`src/rtl/height_table_drag_force_defines.svh`:
```
// ----------------------------------------------------------------------------
// height table drag force assertion macros
// concurrent checks, empty when SYNTH is defined
// ----------------------------------------------------------------------------
`ifndef HEIGHT_TABLE_DRAG_FORCE_DEFINES_SVH
`define HEIGHT_TABLE_DRAG_FORCE_DEFINES_SVH
`ifndef SYNTH
`define HTDF_ASSERT(label, clk, rst, prop) \
   label: assert property (@(posedge clk) disable iff (rst) prop) \
      else $error("htdf assertion failed");
`define HTDF_ASSERT_NEXT(label, clk, rst, pre, post) \
   label: assert property (@(posedge clk) disable iff (rst) (pre) |=> (post)) \
      else $error("htdf assertion failed");
`else
`define HTDF_ASSERT(label, clk, rst, prop)
`define HTDF_ASSERT_NEXT(label, clk, rst, pre, post)
`endif
`endif

```
`src/rtl/htdf_pkg.sv`:
```
// ----------------------------------------------------------------------------
// htdf_pkg
// types, constants and fixed-point helpers of the height table drag force block
// ----------------------------------------------------------------------------
package htdf_pkg;

   localparam int DATA_W       = 32;
   localparam int FRAC_BITS    = 16;
   localparam int TABLE_POINTS = 16;
   localparam int IDX_W        = 4;
   localparam int CNT_W        = 5;
   localparam int DIV_STEPS    = DATA_W;
   localparam int ROOT_STEPS   = DATA_W;
   localparam int WIDE_W       = 2 * DATA_W;

   localparam logic [CNT_W-1:0]         MIN_POINTS   = CNT_W'(2);
   localparam logic [CNT_W-1:0]         MAX_POINTS   = CNT_W'(TABLE_POINTS);
   localparam logic [CNT_W-1:0]         POINTS_RESET = CNT_W'(2);
   localparam logic signed [DATA_W-1:0] GAIN_RESET   = DATA_W'(1 << FRAC_BITS);

   typedef enum logic {
      CMD_LOAD    = 1'b0,
      CMD_COMPUTE = 1'b1
   } cmd_type;

   typedef enum logic [1:0] {
      CSR_GAIN_X        = 2'd0,
      CSR_GAIN_Y        = 2'd1,
      CSR_GAIN_Z        = 2'd2,
      CSR_POINTS_IN_USE = 2'd3
   } csr_idx_type;

   typedef struct packed {
      cmd_type                  command;
      logic [IDX_W-1:0]         point_index;
      logic signed [DATA_W-1:0] height;
      logic signed [DATA_W-1:0] coefficient;
      logic signed [DATA_W-1:0] vel_x;
      logic signed [DATA_W-1:0] vel_y;
      logic signed [DATA_W-1:0] vel_z;
   } req_type;

   typedef struct packed {
      logic signed [DATA_W-1:0] force_x;
      logic signed [DATA_W-1:0] force_y;
      logic signed [DATA_W-1:0] force_z;
      logic signed [DATA_W-1:0] interp_coeff;
      logic                     above_table;
      logic                     saturated;
   } rsp_type;

   typedef struct packed {
      logic signed [DATA_W-1:0] x;
      logic signed [DATA_W-1:0] y;
      logic signed [DATA_W-1:0] z;
   } gain_set_type;

   typedef struct packed {
      logic                     hit;
      logic                     first;
      logic signed [DATA_W-1:0] yl;
      logic signed [DATA_W-1:0] yu;
      logic signed [DATA_W-1:0] cl;
      logic signed [DATA_W-1:0] cu;
   } look_type;

   typedef struct packed {
      logic                     hit;
      logic                     first;
      logic                     dc_neg;
      logic signed [DATA_W-1:0] cl;
      logic signed [DATA_W-1:0] cu;
      logic [2:0][DATA_W-1:0]   vel;
   } band_type;

   typedef struct packed {
      logic                   hit;
      logic [DATA_W-1:0]      coeff;
      logic [DATA_W-1:0]      speed;
      logic [2:0][DATA_W-1:0] vel;
   } coef_type;

   typedef struct packed {
      logic              sat;
      logic [DATA_W-1:0] value;
   } mulq_type;

   function automatic logic [DATA_W-1:0] mag32(input logic [DATA_W-1:0] x);
      return x[DATA_W-1] ? (~x + DATA_W'(1)) : x;
   endfunction

   // operands carry their sign in the top bit
   function automatic mulq_type mulq(input logic [DATA_W:0] a, input logic [DATA_W:0] b,
                                     input logic negate);
      logic [DATA_W:0]             ma;
      logic [DATA_W:0]             mb;
      logic [2*DATA_W+1:0]         prod;
      logic [2*DATA_W+1-FRAC_BITS:0] p;
      logic                        neg;
      mulq_type                    r;
      ma   = a[DATA_W] ? (~a + (DATA_W+1)'(1)) : a;
      mb   = b[DATA_W] ? (~b + (DATA_W+1)'(1)) : b;
      prod = (2*DATA_W+2)'(ma) * (2*DATA_W+2)'(mb);
      p    = prod[2*DATA_W+1:FRAC_BITS];
      neg  = (a[DATA_W] ^ b[DATA_W]) ^ negate;
      r.sat = 1'b0;
      if (neg) begin
         if ((|p[2*DATA_W+1-FRAC_BITS:DATA_W]) || (p[DATA_W-1] && (|p[DATA_W-2:0]))) begin
            r.sat   = 1'b1;
            r.value = {1'b1, {(DATA_W-1){1'b0}}};
         end else begin
            r.value = ~p[DATA_W-1:0] + DATA_W'(1);
         end
      end else begin
         if (|p[2*DATA_W+1-FRAC_BITS:DATA_W-1]) begin
            r.sat   = 1'b1;
            r.value = {1'b0, {(DATA_W-1){1'b1}}};
         end else begin
            r.value = p[DATA_W-1:0];
         end
      end
      return r;
   endfunction

endpackage

```
`src/rtl/htdf_lookup.sv`:
```
// ----------------------------------------------------------------------------
// htdf_lookup
// point table in flops, parallel first-hit search and bracketing pair select
// ----------------------------------------------------------------------------
module htdf_lookup (
   input  logic                             clock,
   input  logic                             en,
   input  logic                             wr,
   input  logic [htdf_pkg::IDX_W-1:0]       wr_index,
   input  logic [htdf_pkg::DATA_W-1:0]      wr_height,
   input  logic [htdf_pkg::DATA_W-1:0]      wr_coeff,
   input  logic [htdf_pkg::CNT_W-1:0]       points_in_use,
   input  logic [htdf_pkg::DATA_W-1:0]      height,
   output htdf_pkg::look_type               look
);
   import htdf_pkg::*;

   logic signed [DATA_W-1:0] ht_ff [TABLE_POINTS];
   logic signed [DATA_W-1:0] cf_ff [TABLE_POINTS];
   logic [CNT_W-1:0]         n_in;
   logic [TABLE_POINTS-1:0]  hitv;
   logic [TABLE_POINTS-1:0]  fh;
   look_type                 look_in;
   look_type                 look_ff;

   always_ff @(posedge clock) begin
      if (wr) begin
         ht_ff[wr_index] <= wr_height;
         cf_ff[wr_index] <= wr_coeff;
      end
   end

   always_comb begin
      n_in = points_in_use;
      if (points_in_use < MIN_POINTS) begin
         n_in = MIN_POINTS;
      end else if (points_in_use > MAX_POINTS) begin
         n_in = MAX_POINTS;
      end
      for (int j = 0; j < TABLE_POINTS; j++) begin
         hitv[j] = (CNT_W'(j) < n_in) && (ht_ff[j] >= $signed(height));
      end
      // lowest set bit
      fh = hitv & (~hitv + TABLE_POINTS'(1));
      look_in       = '0;
      look_in.hit   = |hitv;
      look_in.first = fh[0];
      for (int j = 0; j < TABLE_POINTS; j++) begin
         look_in.yu = look_in.yu | (ht_ff[j] & {DATA_W{fh[j]}});
         look_in.cu = look_in.cu | (cf_ff[j] & {DATA_W{fh[j]}});
      end
      for (int j = 1; j < TABLE_POINTS; j++) begin
         look_in.yl = look_in.yl | (ht_ff[j-1] & {DATA_W{fh[j]}});
         look_in.cl = look_in.cl | (cf_ff[j-1] & {DATA_W{fh[j]}});
      end
   end

   always_ff @(posedge clock) begin
      if (en) begin
         look_ff <= look_in;
      end
   end

   assign look = look_ff;

endmodule

```
`config.mk`:
```
export PLATFORM = sky130hd
export DESIGN_NAME = htdf_lookup
export DESIGN_NICKNAME = d
export VERILOG_FILES = /design/src/rtl/height_table_drag_force_defines.svh /design/src/rtl/htdf_pkg.sv /design/src/rtl/htdf_lookup.sv
export SDC_FILE = /design/constraint.sdc
export NUM_CORES = 2
export LEC_CHECK = 0
export BUFFER_PORTS_ARGS = -buffer_cell sky130_fd_sc_hd__buf_2
export CELL_PAD_IN_SITES_DETAIL_PLACEMENT = 1
export CELL_PAD_IN_SITES_GLOBAL_PLACEMENT = 1
export CORE_UTILIZATION = 33
export CTS_BUF_LIST = sky130_fd_sc_hd__clkbuf_8
export CTS_CLUSTER_DIAMETER = 100
export CTS_CLUSTER_SIZE = 20
export DETAILED_ROUTE_END_ITERATION = 7
export PLACE_DENSITY = 0.64
export SLEW_MARGIN = 25
export SYNTH_ARGS = -nofsm -noshare
export SYNTH_HDL_FRONTEND = slang
export SYNTH_SLANG_ARGS = --single-unit
```
`constraint.sdc`:
```
create_clock -name clock -period 8.85 [get_ports clock]
set_input_delay 1.77 -clock clock [delete_from_list [all_inputs] [get_ports clock]]
set_output_delay 1.77 -clock clock [all_outputs]
set_load 0.005 [all_outputs]
```
==> Word level (Yosys, flattened, before mapping) <==
Memories as Yosys holds them, arrays and structs flattened.
Cells that the tools add are included.
{ "totals": {"mem_bits_rw": 1024, "mem_count": 2, "wordCells": 186, "ff_bits": 130, "input_bits": 108, "output_inout_bits": 130} }
{ "memory_table": {"columns": ["name", "depth", "word_bits", "read_ports", "rd_ports_with_merged_regs", "wr", "line", "rtl"], "rows": [
  ["cf_ff", 16, 32, 16, 0, 1, "htdf_lookup.sv:19", "logic signed [DATA_W-1:0] cf_ff [TABLE_POINTS];"],
  ["ht_ff", 16, 32, 16, 0, 1, "htdf_lookup.sv:18", "logic signed [DATA_W-1:0] ht_ff [TABLE_POINTS];"]
]} }
{ "op_classes": {"mux": 4, "bitwise_logic": 122, "n_reduce_logical": 17, "order_cmp": 34, "addsub": 1} }
{ "ops": {"columns": ["cell", "n"], "rows": [
  ["AND 32 bit", 62],
  ["OR 32 bit", 58],
  [">= comparator 32 bit", 16],
  ["less-than comparator 4 x 5 -> 1 bit, first input constant", 8],
  ["less-than comparator 3 x 5 -> 1 bit, first input constant", 4],
  ["adder 16 x 1 -> 16 bit, second input constant", 1],
  ["AND 16 bit", 1],
  ["logical AND 1 bit", 16],
  ["NOT 16 bit", 1],
  ["OR reduction 16 bit", 1],
  ["less-than comparator 1 x 5 -> 1 bit, first input constant", 2],
  ["less-than comparator 2 x 5 -> 1 bit, first input constant", 2],
  ["two-way mux 5 bit", 2],
  ["greater-than comparator 5 bit, second input constant", 1],
  ["less-than comparator 5 x 2 -> 1 bit, second input constant", 1],
  ["two-way mux 1 bit", 2]
]} }

==> Depth between registers and ports, before layout <==
{ "logic_depth": {"word_depth": 24, "mapped_depth": 15, "mapped_depth_nobuf": 13} }

==> Worst setup path before layout <==
No wires, ideal clock.
{ "synth_path": {"kind": "in2reg", "start": "in wr_index[3] (netlist bit)", "end": "mem cf_ff[0][0], enable pin", "stages": 2, "t_arrival_ns": 6.633, "required_ns": 8.285, "setup_time_ns": 0.565, "slack_ns": 1.651, "n_path_buf": 0, "path_cell_list": "or3b_2 nor3_1"} }
{ "synth_lines": {"columns": ["element", "line", "rtl"], "rows": [
  ["start, declared", "htdf_lookup.sv:9", "input logic [htdf_pkg::IDX_W-1:0] wr_index,"],
  ["end, declared", "htdf_lookup.sv:19", null]
]} }
No word-level cell before the write port.

==> results.yml <==
finish:
  postLayoutCellArea_sq_um: 67630
  layout-drive-gt1-share_pct: 10.51
  fin_nets: 6171
  fillers: 20264
  area_delta_synth_final_pct: 9.262
  final_util_pct: 36.39
clock_network:
  cts_buffer_depth: 3
  clock-root-buffer: "clkbuf_8"
  cts_inserted_buffers: 68
  cts_sinks: 1154
  clkTransAtPathRegs_ns: 0.13
  h-tree-depth: 3
  tritoncts: "built"
  cts-resized-gates: 0
  insertion_delay_ns: 0.92
  post-cts-setup-buffers: 0
  ctsHoldBuffers: 0
power:
  power_density_nw_per_um2: 161.1
  internal_power_uw: 7531
  p_sw_share_pct: 30.86
  power.switching_uw: 3362
  p_comb_share_pct: 18.1
  p_leak_uw: 0.02293
  vdd_drop_max_uv: 122.0
  p_clk_share_pct: 23.9
  seq_power_share_pct: 57.9
  totalPowerFinal_uw: 10890
worst_setup_path:
  worst-path-stages: 15
  cp-start-kind: "input port"
  critPathMaxStageDelay_ns: 0.65
  worstPathRequired_ns: 9.39
  critPathMaxFanout: 63
  r2r.worst_path.cells: 13
  critPathTopFamily: "compound AO/OA/AOI/OAI gates"
  cp_cell_sequence: "buf_2, inv_1, ha_1, a21oi_1, o21ai_0, a221o_1, a211o_1, a22oi_1, and2_4, inv_4, buf_4, a221oi_1, o22ai_1, a211oi_1, nand4_1"
  cp-end-kind: "register"
  cp_slowest_cell: "and2_4"
  crit_buf_inv: 4
  critPathKind: "input port to register"
  cp.arrival_ns: 7.10
drt:
  vias: 50548
  ant_nets: 0
  drt_iter0_markers: 5609
  routedWlPerCell_microns: 32.56
  drtPass1Iterations: 6
  drcViolationCount: 0
  viasPerCell: 6.277
  wl_mm: 262.2
floorplanning:
  die_width_microns: 435.1
  io_pins: 238
  die_h_microns: 435.1
  core_sq_um: 185800
  start_util_pct: 33.31
  dieArea_sq_um: 189300
  row_count: 158
yosys:
  synth_top_area_share_pct: 55.99
  yosys_most_used_dff: "edfxtp_1"
  ys_seq_area_share_pct: 55.99
  syn_nets: 6085
  synth_commonest_cells: "edfxtp_1 (1154), nand2_1 (759), ha_1 (512), a21oi_1 (448), clkbuf_1 (316)"
  synth_most_common_cell: "edfxtp_1"
  ys_warn_count: 0
  synth.avg_cell_area_sq_um: 11.33
  syn_area_sq_um: 61900
  ys_seq_elements: 1154
  ys_async_sr_fraction_pct: 0
  yosysUniqueCellTypes: 71
  synth_top_area_cell: "edfxtp_1"
  synth-edff-count: 1154
  synth.area.top_cells: "edfxtp_1 (56%), ha_1 (10%), nand2_1 (4.6%), a21oi_1 (3.6%), a22oi_1 (3.6%)"
  synthesis.instances: 5465
place:
  dpl.hpwl_mm: 175.2
  numPortBuffers: 237
  routabilityCongestion: 0.9266
  place_area_sq_um: 66470
sta:
  rsz0062_at_grt: "false"
  final_max_slew_viol_count: 0
  hold_viol: 0
  setup_viol: 0
  slew_headroom_pct: 28.34
  period_minus_slack_ns: 6.556
  skew_ns: 0.09621
  final.period_utilization_pct: 74.08
  worst_pin_slew_ns: 1.064
  tns_ns: 0
  max_freq_mhz: 152.5
global_routing:
  grt_max_degree: 129
  grt_overflow: 0
  grt_pass1_vias: 51150
  grtUsageTotal_pct: 26.86
  grt_antenna_before_repair: 29
  grt_pass1_wl_mm: 373.5
outcome:
  status: "complete, no violations"
worst_hold_path:
  hold_path_class: "register to register"
  holdPathStages: 2
run:
  drv_cap: 0
==> metal layers <==
metal  global-route usage (%)  share of wire (%)  up-vias
met3                    5.276                8.9      456
met1                    36.91                 43    26074
met2                    42.09                 45     2406
li1                         -                  -    21590
met5                   0.3024              0.075        -
met4                    9.251                3.6       22
==> worst paths after layout <==
path                                           end  slack [ns]                   from
worst max-delay path            look[27]$_DFFE_PP_        2.29             height[23]
worst min-delay path             look[1]$_DFFE_PP_        0.55  cf_ff[6][1]$_DFFE_PP_
worst max register to register  look[27]$_DFFE_PP_        3.27  ht_ff[0][1]$_DFFE_PP_
worst min register to register   look[1]$_DFFE_PP_        0.55  cf_ff[6][1]$_DFFE_PP_
==> power groups by stage <==
| stage | Clock (uW) | Sequential, uW | Combinational, uW |
|---|---|---|---|
| CTS | 2660 | 6310 | 1940 |
| detailed placement | 0 | 6440 | 1930 |
| finish | 2610 | 6310 | 1970 |
| global placement | 0 | 6440 | 1880 |
| floorplan | 0 | 6390 | 1030 |
| global route | 2790 | 6330 | 2090 |
==> placed cells by master (no fill, tap or decap), types with 6 or more instances in the layout <==
cell	instances
a221oi_1	106
o21a_1	8
nor3_1	52
a31oi_1	7
buf_2	236
clkbuf_8	69
and4_1	26
buf_12	16
nand2_1	758
a22o_1	33
a221o_1	9
ha_1	512
o21ai_0	290
nor2_1	148
o2bb2ai_1	94
nand3_1	298
a22oi_1	296
a21o_1	34
inv_1	99
edfxtp_1	1154
nand2b_1	15
a211oi_1	78
o211ai_1	21
o221ai_1	31
diode_2	7
a2111oi_0	6
nor2b_1	10
nor4_1	15
nor2_4	16
or3b_2	64
o22ai_1	103
a2bb2oi_1	64
a21oi_1	448
buf_4	125
nand4_1	198
==> registers in the layout, indices dropped and copies added, names as in the netlist <==
register,flops
cf_ff,512
look,130
ht_ff,512
==> tightest hold or removal path: cells and delay by family, from the launching register on <==
kind               cells  cell delay [ns]
AOI/OAI and AO/OA      1             0.09
and+or+nand+nor        1             0.06
DFF                    1             0.38
==> logic make-up (layout without fill, tap and decap cells) <==
| kind of cell | after synthesis | after routing | synth area share [%] |
|---|---|---|---|
| adder cells (fa/ha/maj) | 512 | 512 | 10.35 |
| flip-flops | 1154 | 1154 | 55.99 |
| other | 0 | 7 | 0 |
| buffers and inverters | 459 | 560 | 2.810 |
| multiplexers | 1 | 1 | 0.01617 |
| AO/OA/AOI/OAI | 1682 | 1682 | 18.02 |
| AND/OR/NAND/NOR | 1655 | 1655 | 12.79 |
| XOR/XNOR | 2 | 2 | 0.02831 |
==> cell type report <==
cell class | count | area, sq um | share of cell area [%]
diodes | 7 | 17.52 | 0.02590
clock buffers | 69 | 949.7 | 1.404
clock inverters | 16 | 133.9 | 0.1980
inverters | 95 | 359.1 | 0.5310
multi-input cells | 3852 | 25910 | 38.31
flip-flops and latches | 1154 | 34650 | 51.24
well taps | 2480 | 3103 | 4.588
repair buffers | 380 | 2506 | 3.706
==> through the flow <==
stage,hold slack (ns),std cells,setup WS [ns]
after detailed placement,0.5603,7959,1.611
after floorplan,0.5368,5465,1.651
after global placement,0.5554,7957,1.434
after CTS,0.5318,8044,2.561
final,0.5480,8053,2.294
after global routing,0.5738,8051,2.199
Note: power is estimated with default switching activity, not from simulation.
