File: config.mk
export PLATFORM = sky130hd
export DESIGN_NAME = htdf_sqrt
export DESIGN_NICKNAME = d
export VERILOG_FILES = /design/src/rtl/height_table_drag_force_defines.svh /design/src/rtl/htdf_pkg.sv /design/src/rtl/htdf_sqrt.sv
export SDC_FILE = /design/constraint.sdc
export NUM_CORES = 2
export LEC_CHECK = 0
export BUFFER_PORTS_ARGS = -buffer_cell sky130_fd_sc_hd__buf_2
export CAP_MARGIN = 15
export CORE_UTILIZATION = 40
export CTS_BUF_LIST = sky130_fd_sc_hd__clkbuf_4
export CTS_CLUSTER_SIZE = 25
export DETAILED_ROUTE_END_ITERATION = 10
export SYNTH_ARGS = -nofsm -noshare
export SYNTH_HDL_FRONTEND = slang
export SYNTH_SLANG_ARGS = --single-unit
File: constraint.sdc
create_clock -name clock -period 9.3 [get_ports clock]
set_input_delay 1.395 -clock clock [delete_from_list [all_inputs] [get_ports clock]]
set_output_delay 1.395 -clock clock [all_outputs]
set_load 0.05 [all_outputs]
File: src/rtl/height_table_drag_force_defines.svh
// ----------------------------------------------------------------------------
// height table drag force assertion macros
// concurrent checks, empty when SYNTH is defined
// ----------------------------------------------------------------------------
`ifndef HEIGHT_TABLE_DRAG_FORCE_DEFINES_SVH
`define HEIGHT_TABLE_DRAG_FORCE_DEFINES_SVH
`ifndef SYNTH
`define HTDF_ASSERT(label, clk, rst, prop) \
   label: assert property (@(posedge clk) disable iff (rst) prop) \
      else $error("htdf assertion failed");
`define HTDF_ASSERT_NEXT(label, clk, rst, pre, post) \
   label: assert property (@(posedge clk) disable iff (rst) (pre) |=> (post)) \
      else $error("htdf assertion failed");
`else
`define HTDF_ASSERT(label, clk, rst, prop)
`define HTDF_ASSERT_NEXT(label, clk, rst, pre, post)
`endif
`endif

File: src/rtl/htdf_pkg.sv
// ----------------------------------------------------------------------------
// htdf_pkg
// types, constants and fixed-point helpers of the height table drag force block
// ----------------------------------------------------------------------------
package htdf_pkg;

   localparam int DATA_W       = 32;
   localparam int FRAC_BITS    = 16;
   localparam int TABLE_POINTS = 16;
   localparam int IDX_W        = 4;
   localparam int CNT_W        = 5;
   localparam int DIV_STEPS    = DATA_W;
   localparam int ROOT_STEPS   = DATA_W;
   localparam int WIDE_W       = 2 * DATA_W;

   localparam logic [CNT_W-1:0]         MIN_POINTS   = CNT_W'(2);
   localparam logic [CNT_W-1:0]         MAX_POINTS   = CNT_W'(TABLE_POINTS);
   localparam logic [CNT_W-1:0]         POINTS_RESET = CNT_W'(2);
   localparam logic signed [DATA_W-1:0] GAIN_RESET   = DATA_W'(1 << FRAC_BITS);

   typedef enum logic {
      CMD_LOAD    = 1'b0,
      CMD_COMPUTE = 1'b1
   } cmd_type;

   typedef enum logic [1:0] {
      CSR_GAIN_X        = 2'd0,
      CSR_GAIN_Y        = 2'd1,
      CSR_GAIN_Z        = 2'd2,
      CSR_POINTS_IN_USE = 2'd3
   } csr_idx_type;

   typedef struct packed {
      cmd_type                  command;
      logic [IDX_W-1:0]         point_index;
      logic signed [DATA_W-1:0] height;
      logic signed [DATA_W-1:0] coefficient;
      logic signed [DATA_W-1:0] vel_x;
      logic signed [DATA_W-1:0] vel_y;
      logic signed [DATA_W-1:0] vel_z;
   } req_type;

   typedef struct packed {
      logic signed [DATA_W-1:0] force_x;
      logic signed [DATA_W-1:0] force_y;
      logic signed [DATA_W-1:0] force_z;
      logic signed [DATA_W-1:0] interp_coeff;
      logic                     above_table;
      logic                     saturated;
   } rsp_type;

   typedef struct packed {
      logic signed [DATA_W-1:0] x;
      logic signed [DATA_W-1:0] y;
      logic signed [DATA_W-1:0] z;
   } gain_set_type;

   typedef struct packed {
      logic                     hit;
      logic                     first;
      logic signed [DATA_W-1:0] yl;
      logic signed [DATA_W-1:0] yu;
      logic signed [DATA_W-1:0] cl;
      logic signed [DATA_W-1:0] cu;
   } look_type;

   typedef struct packed {
      logic                     hit;
      logic                     first;
      logic                     dc_neg;
      logic signed [DATA_W-1:0] cl;
      logic signed [DATA_W-1:0] cu;
      logic [2:0][DATA_W-1:0]   vel;
   } band_type;

   typedef struct packed {
      logic                   hit;
      logic [DATA_W-1:0]      coeff;
      logic [DATA_W-1:0]      speed;
      logic [2:0][DATA_W-1:0] vel;
   } coef_type;

   typedef struct packed {
      logic              sat;
      logic [DATA_W-1:0] value;
   } mulq_type;

   function automatic logic [DATA_W-1:0] mag32(input logic [DATA_W-1:0] x);
      return x[DATA_W-1] ? (~x + DATA_W'(1)) : x;
   endfunction

   // operands carry their sign in the top bit
   function automatic mulq_type mulq(input logic [DATA_W:0] a, input logic [DATA_W:0] b,
                                     input logic negate);
      logic [DATA_W:0]             ma;
      logic [DATA_W:0]             mb;
      logic [2*DATA_W+1:0]         prod;
      logic [2*DATA_W+1-FRAC_BITS:0] p;
      logic                        neg;
      mulq_type                    r;
      ma   = a[DATA_W] ? (~a + (DATA_W+1)'(1)) : a;
      mb   = b[DATA_W] ? (~b + (DATA_W+1)'(1)) : b;
      prod = (2*DATA_W+2)'(ma) * (2*DATA_W+2)'(mb);
      p    = prod[2*DATA_W+1:FRAC_BITS];
      neg  = (a[DATA_W] ^ b[DATA_W]) ^ negate;
      r.sat = 1'b0;
      if (neg) begin
         if ((|p[2*DATA_W+1-FRAC_BITS:DATA_W]) || (p[DATA_W-1] && (|p[DATA_W-2:0]))) begin
            r.sat   = 1'b1;
            r.value = {1'b1, {(DATA_W-1){1'b0}}};
         end else begin
            r.value = ~p[DATA_W-1:0] + DATA_W'(1);
         end
      end else begin
         if (|p[2*DATA_W+1-FRAC_BITS:DATA_W-1]) begin
            r.sat   = 1'b1;
            r.value = {1'b0, {(DATA_W-1){1'b1}}};
         end else begin
            r.value = p[DATA_W-1:0];
         end
      end
      return r;
   endfunction

endpackage

File: src/rtl/htdf_sqrt.sv
// ----------------------------------------------------------------------------
// htdf_sqrt
// pipelined integer square root, one result bit per stage
// ----------------------------------------------------------------------------
module htdf_sqrt (
   input  logic                          clock,
   input  logic                          en,
   input  logic [htdf_pkg::WIDE_W-1:0]   in_val,
   output logic [htdf_pkg::DATA_W-1:0]   out_root
);
   import htdf_pkg::*;

   logic [WIDE_W-1:0] rem_ff [ROOT_STEPS];
   logic [WIDE_W-1:0] res_ff [ROOT_STEPS];

   for (genvar k = 0; k < ROOT_STEPS; k++) begin : g_step
      localparam logic [WIDE_W-1:0] STEP_BIT = WIDE_W'(1) << (2 * (ROOT_STEPS - 1 - k));
      logic [WIDE_W-1:0] rem_prev;
      logic [WIDE_W-1:0] res_prev;
      logic [WIDE_W-1:0] sum_t;
      logic              ge;
      logic [WIDE_W-1:0] rem_in;
      logic [WIDE_W-1:0] res_in;

      if (k == 0) begin : g_head
         assign rem_prev = in_val;
         assign res_prev = '0;
      end else begin : g_body
         assign rem_prev = rem_ff[k-1];
         assign res_prev = res_ff[k-1];
      end

      assign sum_t  = res_prev + STEP_BIT;
      assign ge     = rem_prev >= sum_t;
      assign rem_in = ge ? (rem_prev - sum_t) : rem_prev;
      assign res_in = ge ? ((res_prev >> 1) + STEP_BIT) : (res_prev >> 1);

      always_ff @(posedge clock) begin
         if (en) begin
            rem_ff[k] <= rem_in;
            res_ff[k] <= res_in;
         end
      end
   end

   assign out_root = res_ff[ROOT_STEPS-1][DATA_W-1:0];

endmodule

=== Yosys cells after proc, flatten, opt, wreduce, memory -nomap -nowiden ===
Memory sizes are Yosys's and may differ from the RTL's.
Cells that the tools add are included.

* Bits in registers: 0
* Bits in writable memories: 4,096
* Output and inout bits: 32
* Logic and storage cells: 194
* Memories kept: 2

{| class="wikitable"
|+ Memories
! name !! depth !! width !! rd ports !! clocked after memory_dff !! wr ports !! RTL line !! RTL
|-
| rem_ff || 32 || 64 || 31 || 0 || 32 || htdf_sqrt.sv:13 || <nowiki>logic [WIDE_W-1:0] rem_ff [ROOT_STEPS];</nowiki>
|-
| res_ff || 32 || 64 || 32 || 0 || 32 || htdf_sqrt.sv:14 || <nowiki>logic [WIDE_W-1:0] res_ff [ROOT_STEPS];</nowiki>
|}

* $add $sub $neg: 94
* $lt $le $gt $ge: 32
* Mux-type cells: 66

{| class="wikitable"
|+ Operators with widths
! cell !! number
|-
| 64-bit 2-to-1 mux || 63
|-
| 64-bit greater-or-equal comparator || 31
|-
| 64-bit subtractor || 31
|-
| 63-bit by 1-bit adder with 64-bit output (second input constant) || 1
|-
| 63-bit by 11-bit adder with 64-bit output (second input constant) || 1
|-
| 63-bit by 13-bit adder with 64-bit output (second input constant) || 1
|-
| 63-bit by 15-bit adder with 64-bit output (second input constant) || 1
|-
| 63-bit by 17-bit adder with 64-bit output (second input constant) || 1
|-
| 63-bit by 19-bit adder with 64-bit output (second input constant) || 1
|-
| 63-bit by 21-bit adder with 64-bit output (second input constant) || 1
|-
| 63-bit by 23-bit adder with 64-bit output (second input constant) || 1
|-
| 63-bit by 25-bit adder with 64-bit output (second input constant) || 1
|-
| 63-bit by 27-bit adder with 64-bit output (second input constant) || 1
|-
| 63-bit by 29-bit adder with 64-bit output (second input constant) || 1
|-
| 63-bit by 3-bit adder with 64-bit output (second input constant) || 1
|-
| 63-bit by 31-bit adder with 64-bit output (second input constant) || 1
|-
| 63-bit by 33-bit adder with 64-bit output (second input constant) || 1
|-
| 63-bit by 35-bit adder with 64-bit output (second input constant) || 1
|-
| 63-bit by 37-bit adder with 64-bit output (second input constant) || 1
|-
| 63-bit by 39-bit adder with 64-bit output (second input constant) || 1
|-
| 63-bit by 41-bit adder with 64-bit output (second input constant) || 1
|-
| 63-bit by 43-bit adder with 64-bit output (second input constant) || 1
|-
| 63-bit by 45-bit adder with 64-bit output (second input constant) || 1
|-
| 63-bit by 47-bit adder with 64-bit output (second input constant) || 1
|-
| other kinds (45) || 46
|}

=== Depth between registers and ports, before layout ===
An unclocked memory read counts as a cell.

* Word-level depth: 4
* Mapped depth: 15

=== Least setup slack after synthesis ===
Ideal clock, no wire load.

* Path kind: flip-flop to flip-flop
* From: memory rem_ff[1][777] (netlist name)
* To: memory rem_ff[1][885] (netlist name) (data pin)
* Setup time: 258 ps
* Arrival: 3,325 ps
* Data required time: 9,042 ps
* Path slack: 5,717 ps
* Cell stages (with the launch flop): 13
* Clock period less this slack: 3,583 ps
* Cells stage by stage: edfxtp_1 ha_1 a21o_1 a2111oi_0 a21oi_1 a31oi_1 nor4_1 nor3_1 nor4_1 nor4b_1 buf_2 nand4_1 xnor2_1

{| class="wikitable"
|+ RTL lines
! element !! RTL line
|-
| start, declared || htdf_sqrt.sv:13
|}

==> results.txt <==
----------------------------------------------------
[Floorplanning]
  I/O pin total ... 98
  Die outline height ... 549 um
  Core outline area ... 297000 um2
  Std cell rows ... 200
  Die footprint ... 302000 um2
  Horizontal extent of the die ... 549 um
  Starting density of the core ... 40.3%

[Clock tree]
  Setup fix buffers added after clock tree synthesis ... 0
  Number of sinks on the clock net ... between 2k and 3k
  TritonCTS clock tree ... yes
  Clock-pin slew of the registers on the worst-case setup and hold paths ... 0.07 ns
  Hold buffer count at CTS ... 0
  Clock Latency Late Sink ... 1.32 ns
  Clk Tree Root Cell ... clkbuf_4
  Buffer levels on the longest clock path ... 4
  Post-cts gate resize count ... 0
  CTS Buf Count ... between 600 and 700
  Total number of H-tree levels ... 6

[Routing]
  Vias per inst ... 5.37
  TritonRoute pass-1 iters ... 6
  Number of routed nets with antenna violations ... 0
  Initial drt markers ... around 6.0k
  Count of vias placed by the detailed router ... 77.8k
  Residual DRC count ... 0
  Routed wire per std cell ... 21.9 um
  DRT Wirelength ... 317000 um

[Global routing]
  Via count of the first global-routing pass ... 77.8k
  Gr usage total ... 20.6%
  Pin count of the biggest net entering global routing ... 179
  Global-route wire length before repair ... 469000 um
  Grt ovf ... 0
  Number of antenna violations at the first check in global routing ... 13

[Pwr]
  Proportion of power drawn by combinational gates ... 22.0%
  Clk pwr share ... 29.1%
  Switching power ... between 10 and 15 mW
  Switching power as a share of total power ... between 30% and 40%
  Portion of total power attributed to sequential cells ... 48.9%
  Worst IR Drop VDD ... 128 uV
  Cell Int Power ... 22.0 mW
  Total leakage power ... about 51 nW
  Overall power of the completed layout ... 32.1 mW
  Pwr dens ... 241 nW/um2

[Timing]
  Transition time of the tightest slew-check pin ... 1.27 ns
  Post-route fraction of the period consumed by the critical path ... between 50% and 60%
  Max-slew headroom at the worst pin ... 15.3%
  Final Skew ... 0.106 ns
  Time the worst path needs with I/O delays and setup ... 5.32 ns
  RSZ-0062 raised after global routing ... false
  Number of failing hold endpoints at the final stage ... 0
  Aggregate negative setup slack ... 0 ns
  Final Setup Violations ... 0
  Highest clock frequency the design can meet ... ~0.19 GHz
  Max Slew Vio Count ... 0

[Setup path]
  Setup slack, reg-to-reg ... 3.98 ns
  Critical path required time ... 10.39 ns
  Data arrival, critical path ... roughly 6.4 ns
  Type of the worst setup path ... reg -> reg
  Crit path capture type ... register
  Startpoint Class ... register
  Worst Path Max Fanout ... 43

[Synth]
  Synth unique cells ... 95
  Yosys top cell by area ... edfxtp_1
  Flip-flop cell with the highest count after synthesis ... edfxtp_1
  Synth Area per Inst ... 12.7 um2
  Yosys top cell area share ... 63.0%
  Synth top area cells ... edfxtp_1 (63%), ha_1 (5.8%), xnor2_1 (3.7%)
  Number of flops mapped to enable cells by yosys ... 2512
  Gate Count Post-Synth ... 9448
  Async set-or-reset flop fraction in the synthesized netlist ... 0%
  Yosys warning count ... 0
  Synthesis-stage register bit count ... roughly 2.5k
  Netlist area before placement ... 120000 um2
  Seq/Total Area, Yosys ... between 60% and 70%
  Synthesized netlist net count ... 10.1k

[Final layout]
  Net total in the final layout ... roughly 11k
  Area growth, synth to finish ... 11.1%
  Area of all placed cells without fillers ... 133000 um2
  Proportion of layout cells with a drive suffix above 1 ... roughly an eighth
  Number of cells in the finished layout apart from fillers ... 14.5k

[Flow run]
  Number of max-capacitance violations reported ... 0

[Hold path]
  Type of the most critical hold path ... in -> reg

[Placed design]
  Placed cell count ... 13.4k
  Gp weighted congestion ... about 0.94
  HPWL after detailed placement ... about 240000 um
  IO buf count ... 97
  Post-Place Cell Area ... 125000 um2

[Outcome]
  Status ... finished clean

----------------------------------------------------
## layout by cell type (no fill, tap or decap), types with 164 or more instances in the layout
| master | synthesis | layout |
|---|---|---|
| edfxtp_1 | 2512 | 2512 |
| clkbuf_4 | 0 | 875 |
| nor2_1 | 726 | 722 |
| a21oi_1 | 690 | 689 |
| inv_1 | 683 | 683 |
| ha_1 | 558 | 558 |
| nand2_1 | 526 | 526 |
| xnor2_1 | 502 | 502 |
| xor2_1 | 373 | 373 |
| nor4_1 | 329 | 327 |
| o21ai_0 | 322 | 322 |
| a21o_1 | 243 | 243 |
| nor3_1 | 229 | 229 |
| nand3_1 | 165 | 164 |
## path summary, 6_finish.rpt
| check | from | cells after the start | end |
|---|---|---|---|
| min | in_val[38] | 1 | rem_ff[0][38] |
| max | res_ff[27][22] | 13 | rem_ff[1][784] |
| max reg2reg | res_ff[27][22] | 13 | rem_ff[1][784] |
| min reg2reg | rem_ff[0][529] | 0 | rem_ff[0][593] |
## routing by layer
metal | vias up | share of wire, % | track usage (%)
met2 | 2277 | 51 | 37.1
met3 | 700 | 4.9 | 3.75
met4 | 6 | 7.7 | 14.7
li1 | 37100 | - | -
met1 | 37700 | 36 | 21.4
met5 | - | 0.011 | 0
## sequential cells by signal, indices dropped and copies added, names as in the netlist
register,flops
res_ff,528
rem_ff,1984
## per-stage QoR
| step | hold slack, ns | utilization, % | setup slack (ns) |
|---|---|---|---|
| 2_1_floorplan | 0.417 | - | 5.72 |
| 3_3_place_gp | 0.423 | 42.1 | 4.24 |
| 3_5_place_dp | 0.425 | 42.1 | 4.20 |
| 4_1_cts | 0.0671 | 44.8 | 4.16 |
| 5_1_grt | 0.127 | 44.8 | 3.88 |
| 6_report | 0.243 | 44.8 | 3.98 |
## critical path, stage by stage (launching register included)
cell and delay (ns):
edfxtp_1 0.39, inv_1 0.06, ha_1 0.39, nand3_1 0.20
nor4_1 0.89, o21ai_0 0.47, a31o_2 0.36, a2111oi_1 1.00
nor4_4 0.02, buf_4 0.26, inv_2 0.17, buf_4 0.46
nor2_1 0.08, a21oi_1 0.30
## area by class of cell
cell class / count / area (um2)
fill: 27100 / 164000
sequential: 2512 / 75400
multi-input combinational: 6067 / 41100
clock buffer: 875 / 6570
tap: 3939 / 4930
inverter: 689 / 2590
clock inverter: 236 / 1440
timing repair buffer: 149 / 1040
antenna: 7 / 17.5
## power by group through the flow
stage               Sequential, mW  Clock, mW  Combinational, mW
global route                  15.8       10.2               7.75
CTS                           15.7       9.66               7.02
finish                        15.7       9.33               7.07
detailed placement            15.9          0               6.96
floorplan                     15.2          0               5.07
global placement              15.9          0               6.88
## Yosys cell counts, types with 45 or more instances
library cell     n
or3_1           88
o21ai_0        322
edfxtp_1      2512
mux2_2          99
nand2_1        526
xnor2_1        502
nor4_1         329
a21o_1         243
a31oi_1         45
or4_1           71
nor4b_1         53
nand4_1        143
clkbuf_1       141
nor2_1         726
nand2b_1       116
inv_1          683
nor3_1         229
a21oi_1        690
o21bai_1        46
nand3_1        165
nor2b_1         68
ha_1           558
xor2_1         373
o21a_1          92
## cell families after synthesis
logic type	count (synthesis)	synth area share, %
AND/OR/NAND/NOR	2767	11.9
flip-flops	2512	63.0
AO/OA/AOI/OAI	1761	9.10
XOR/XNOR	875	6.40
buffers and inverters	869	2.80
adder cells (fa/ha/maj)	558	5.83
multiplexers	106	0.993
Note: power is estimated with default switching activity, not from simulation.
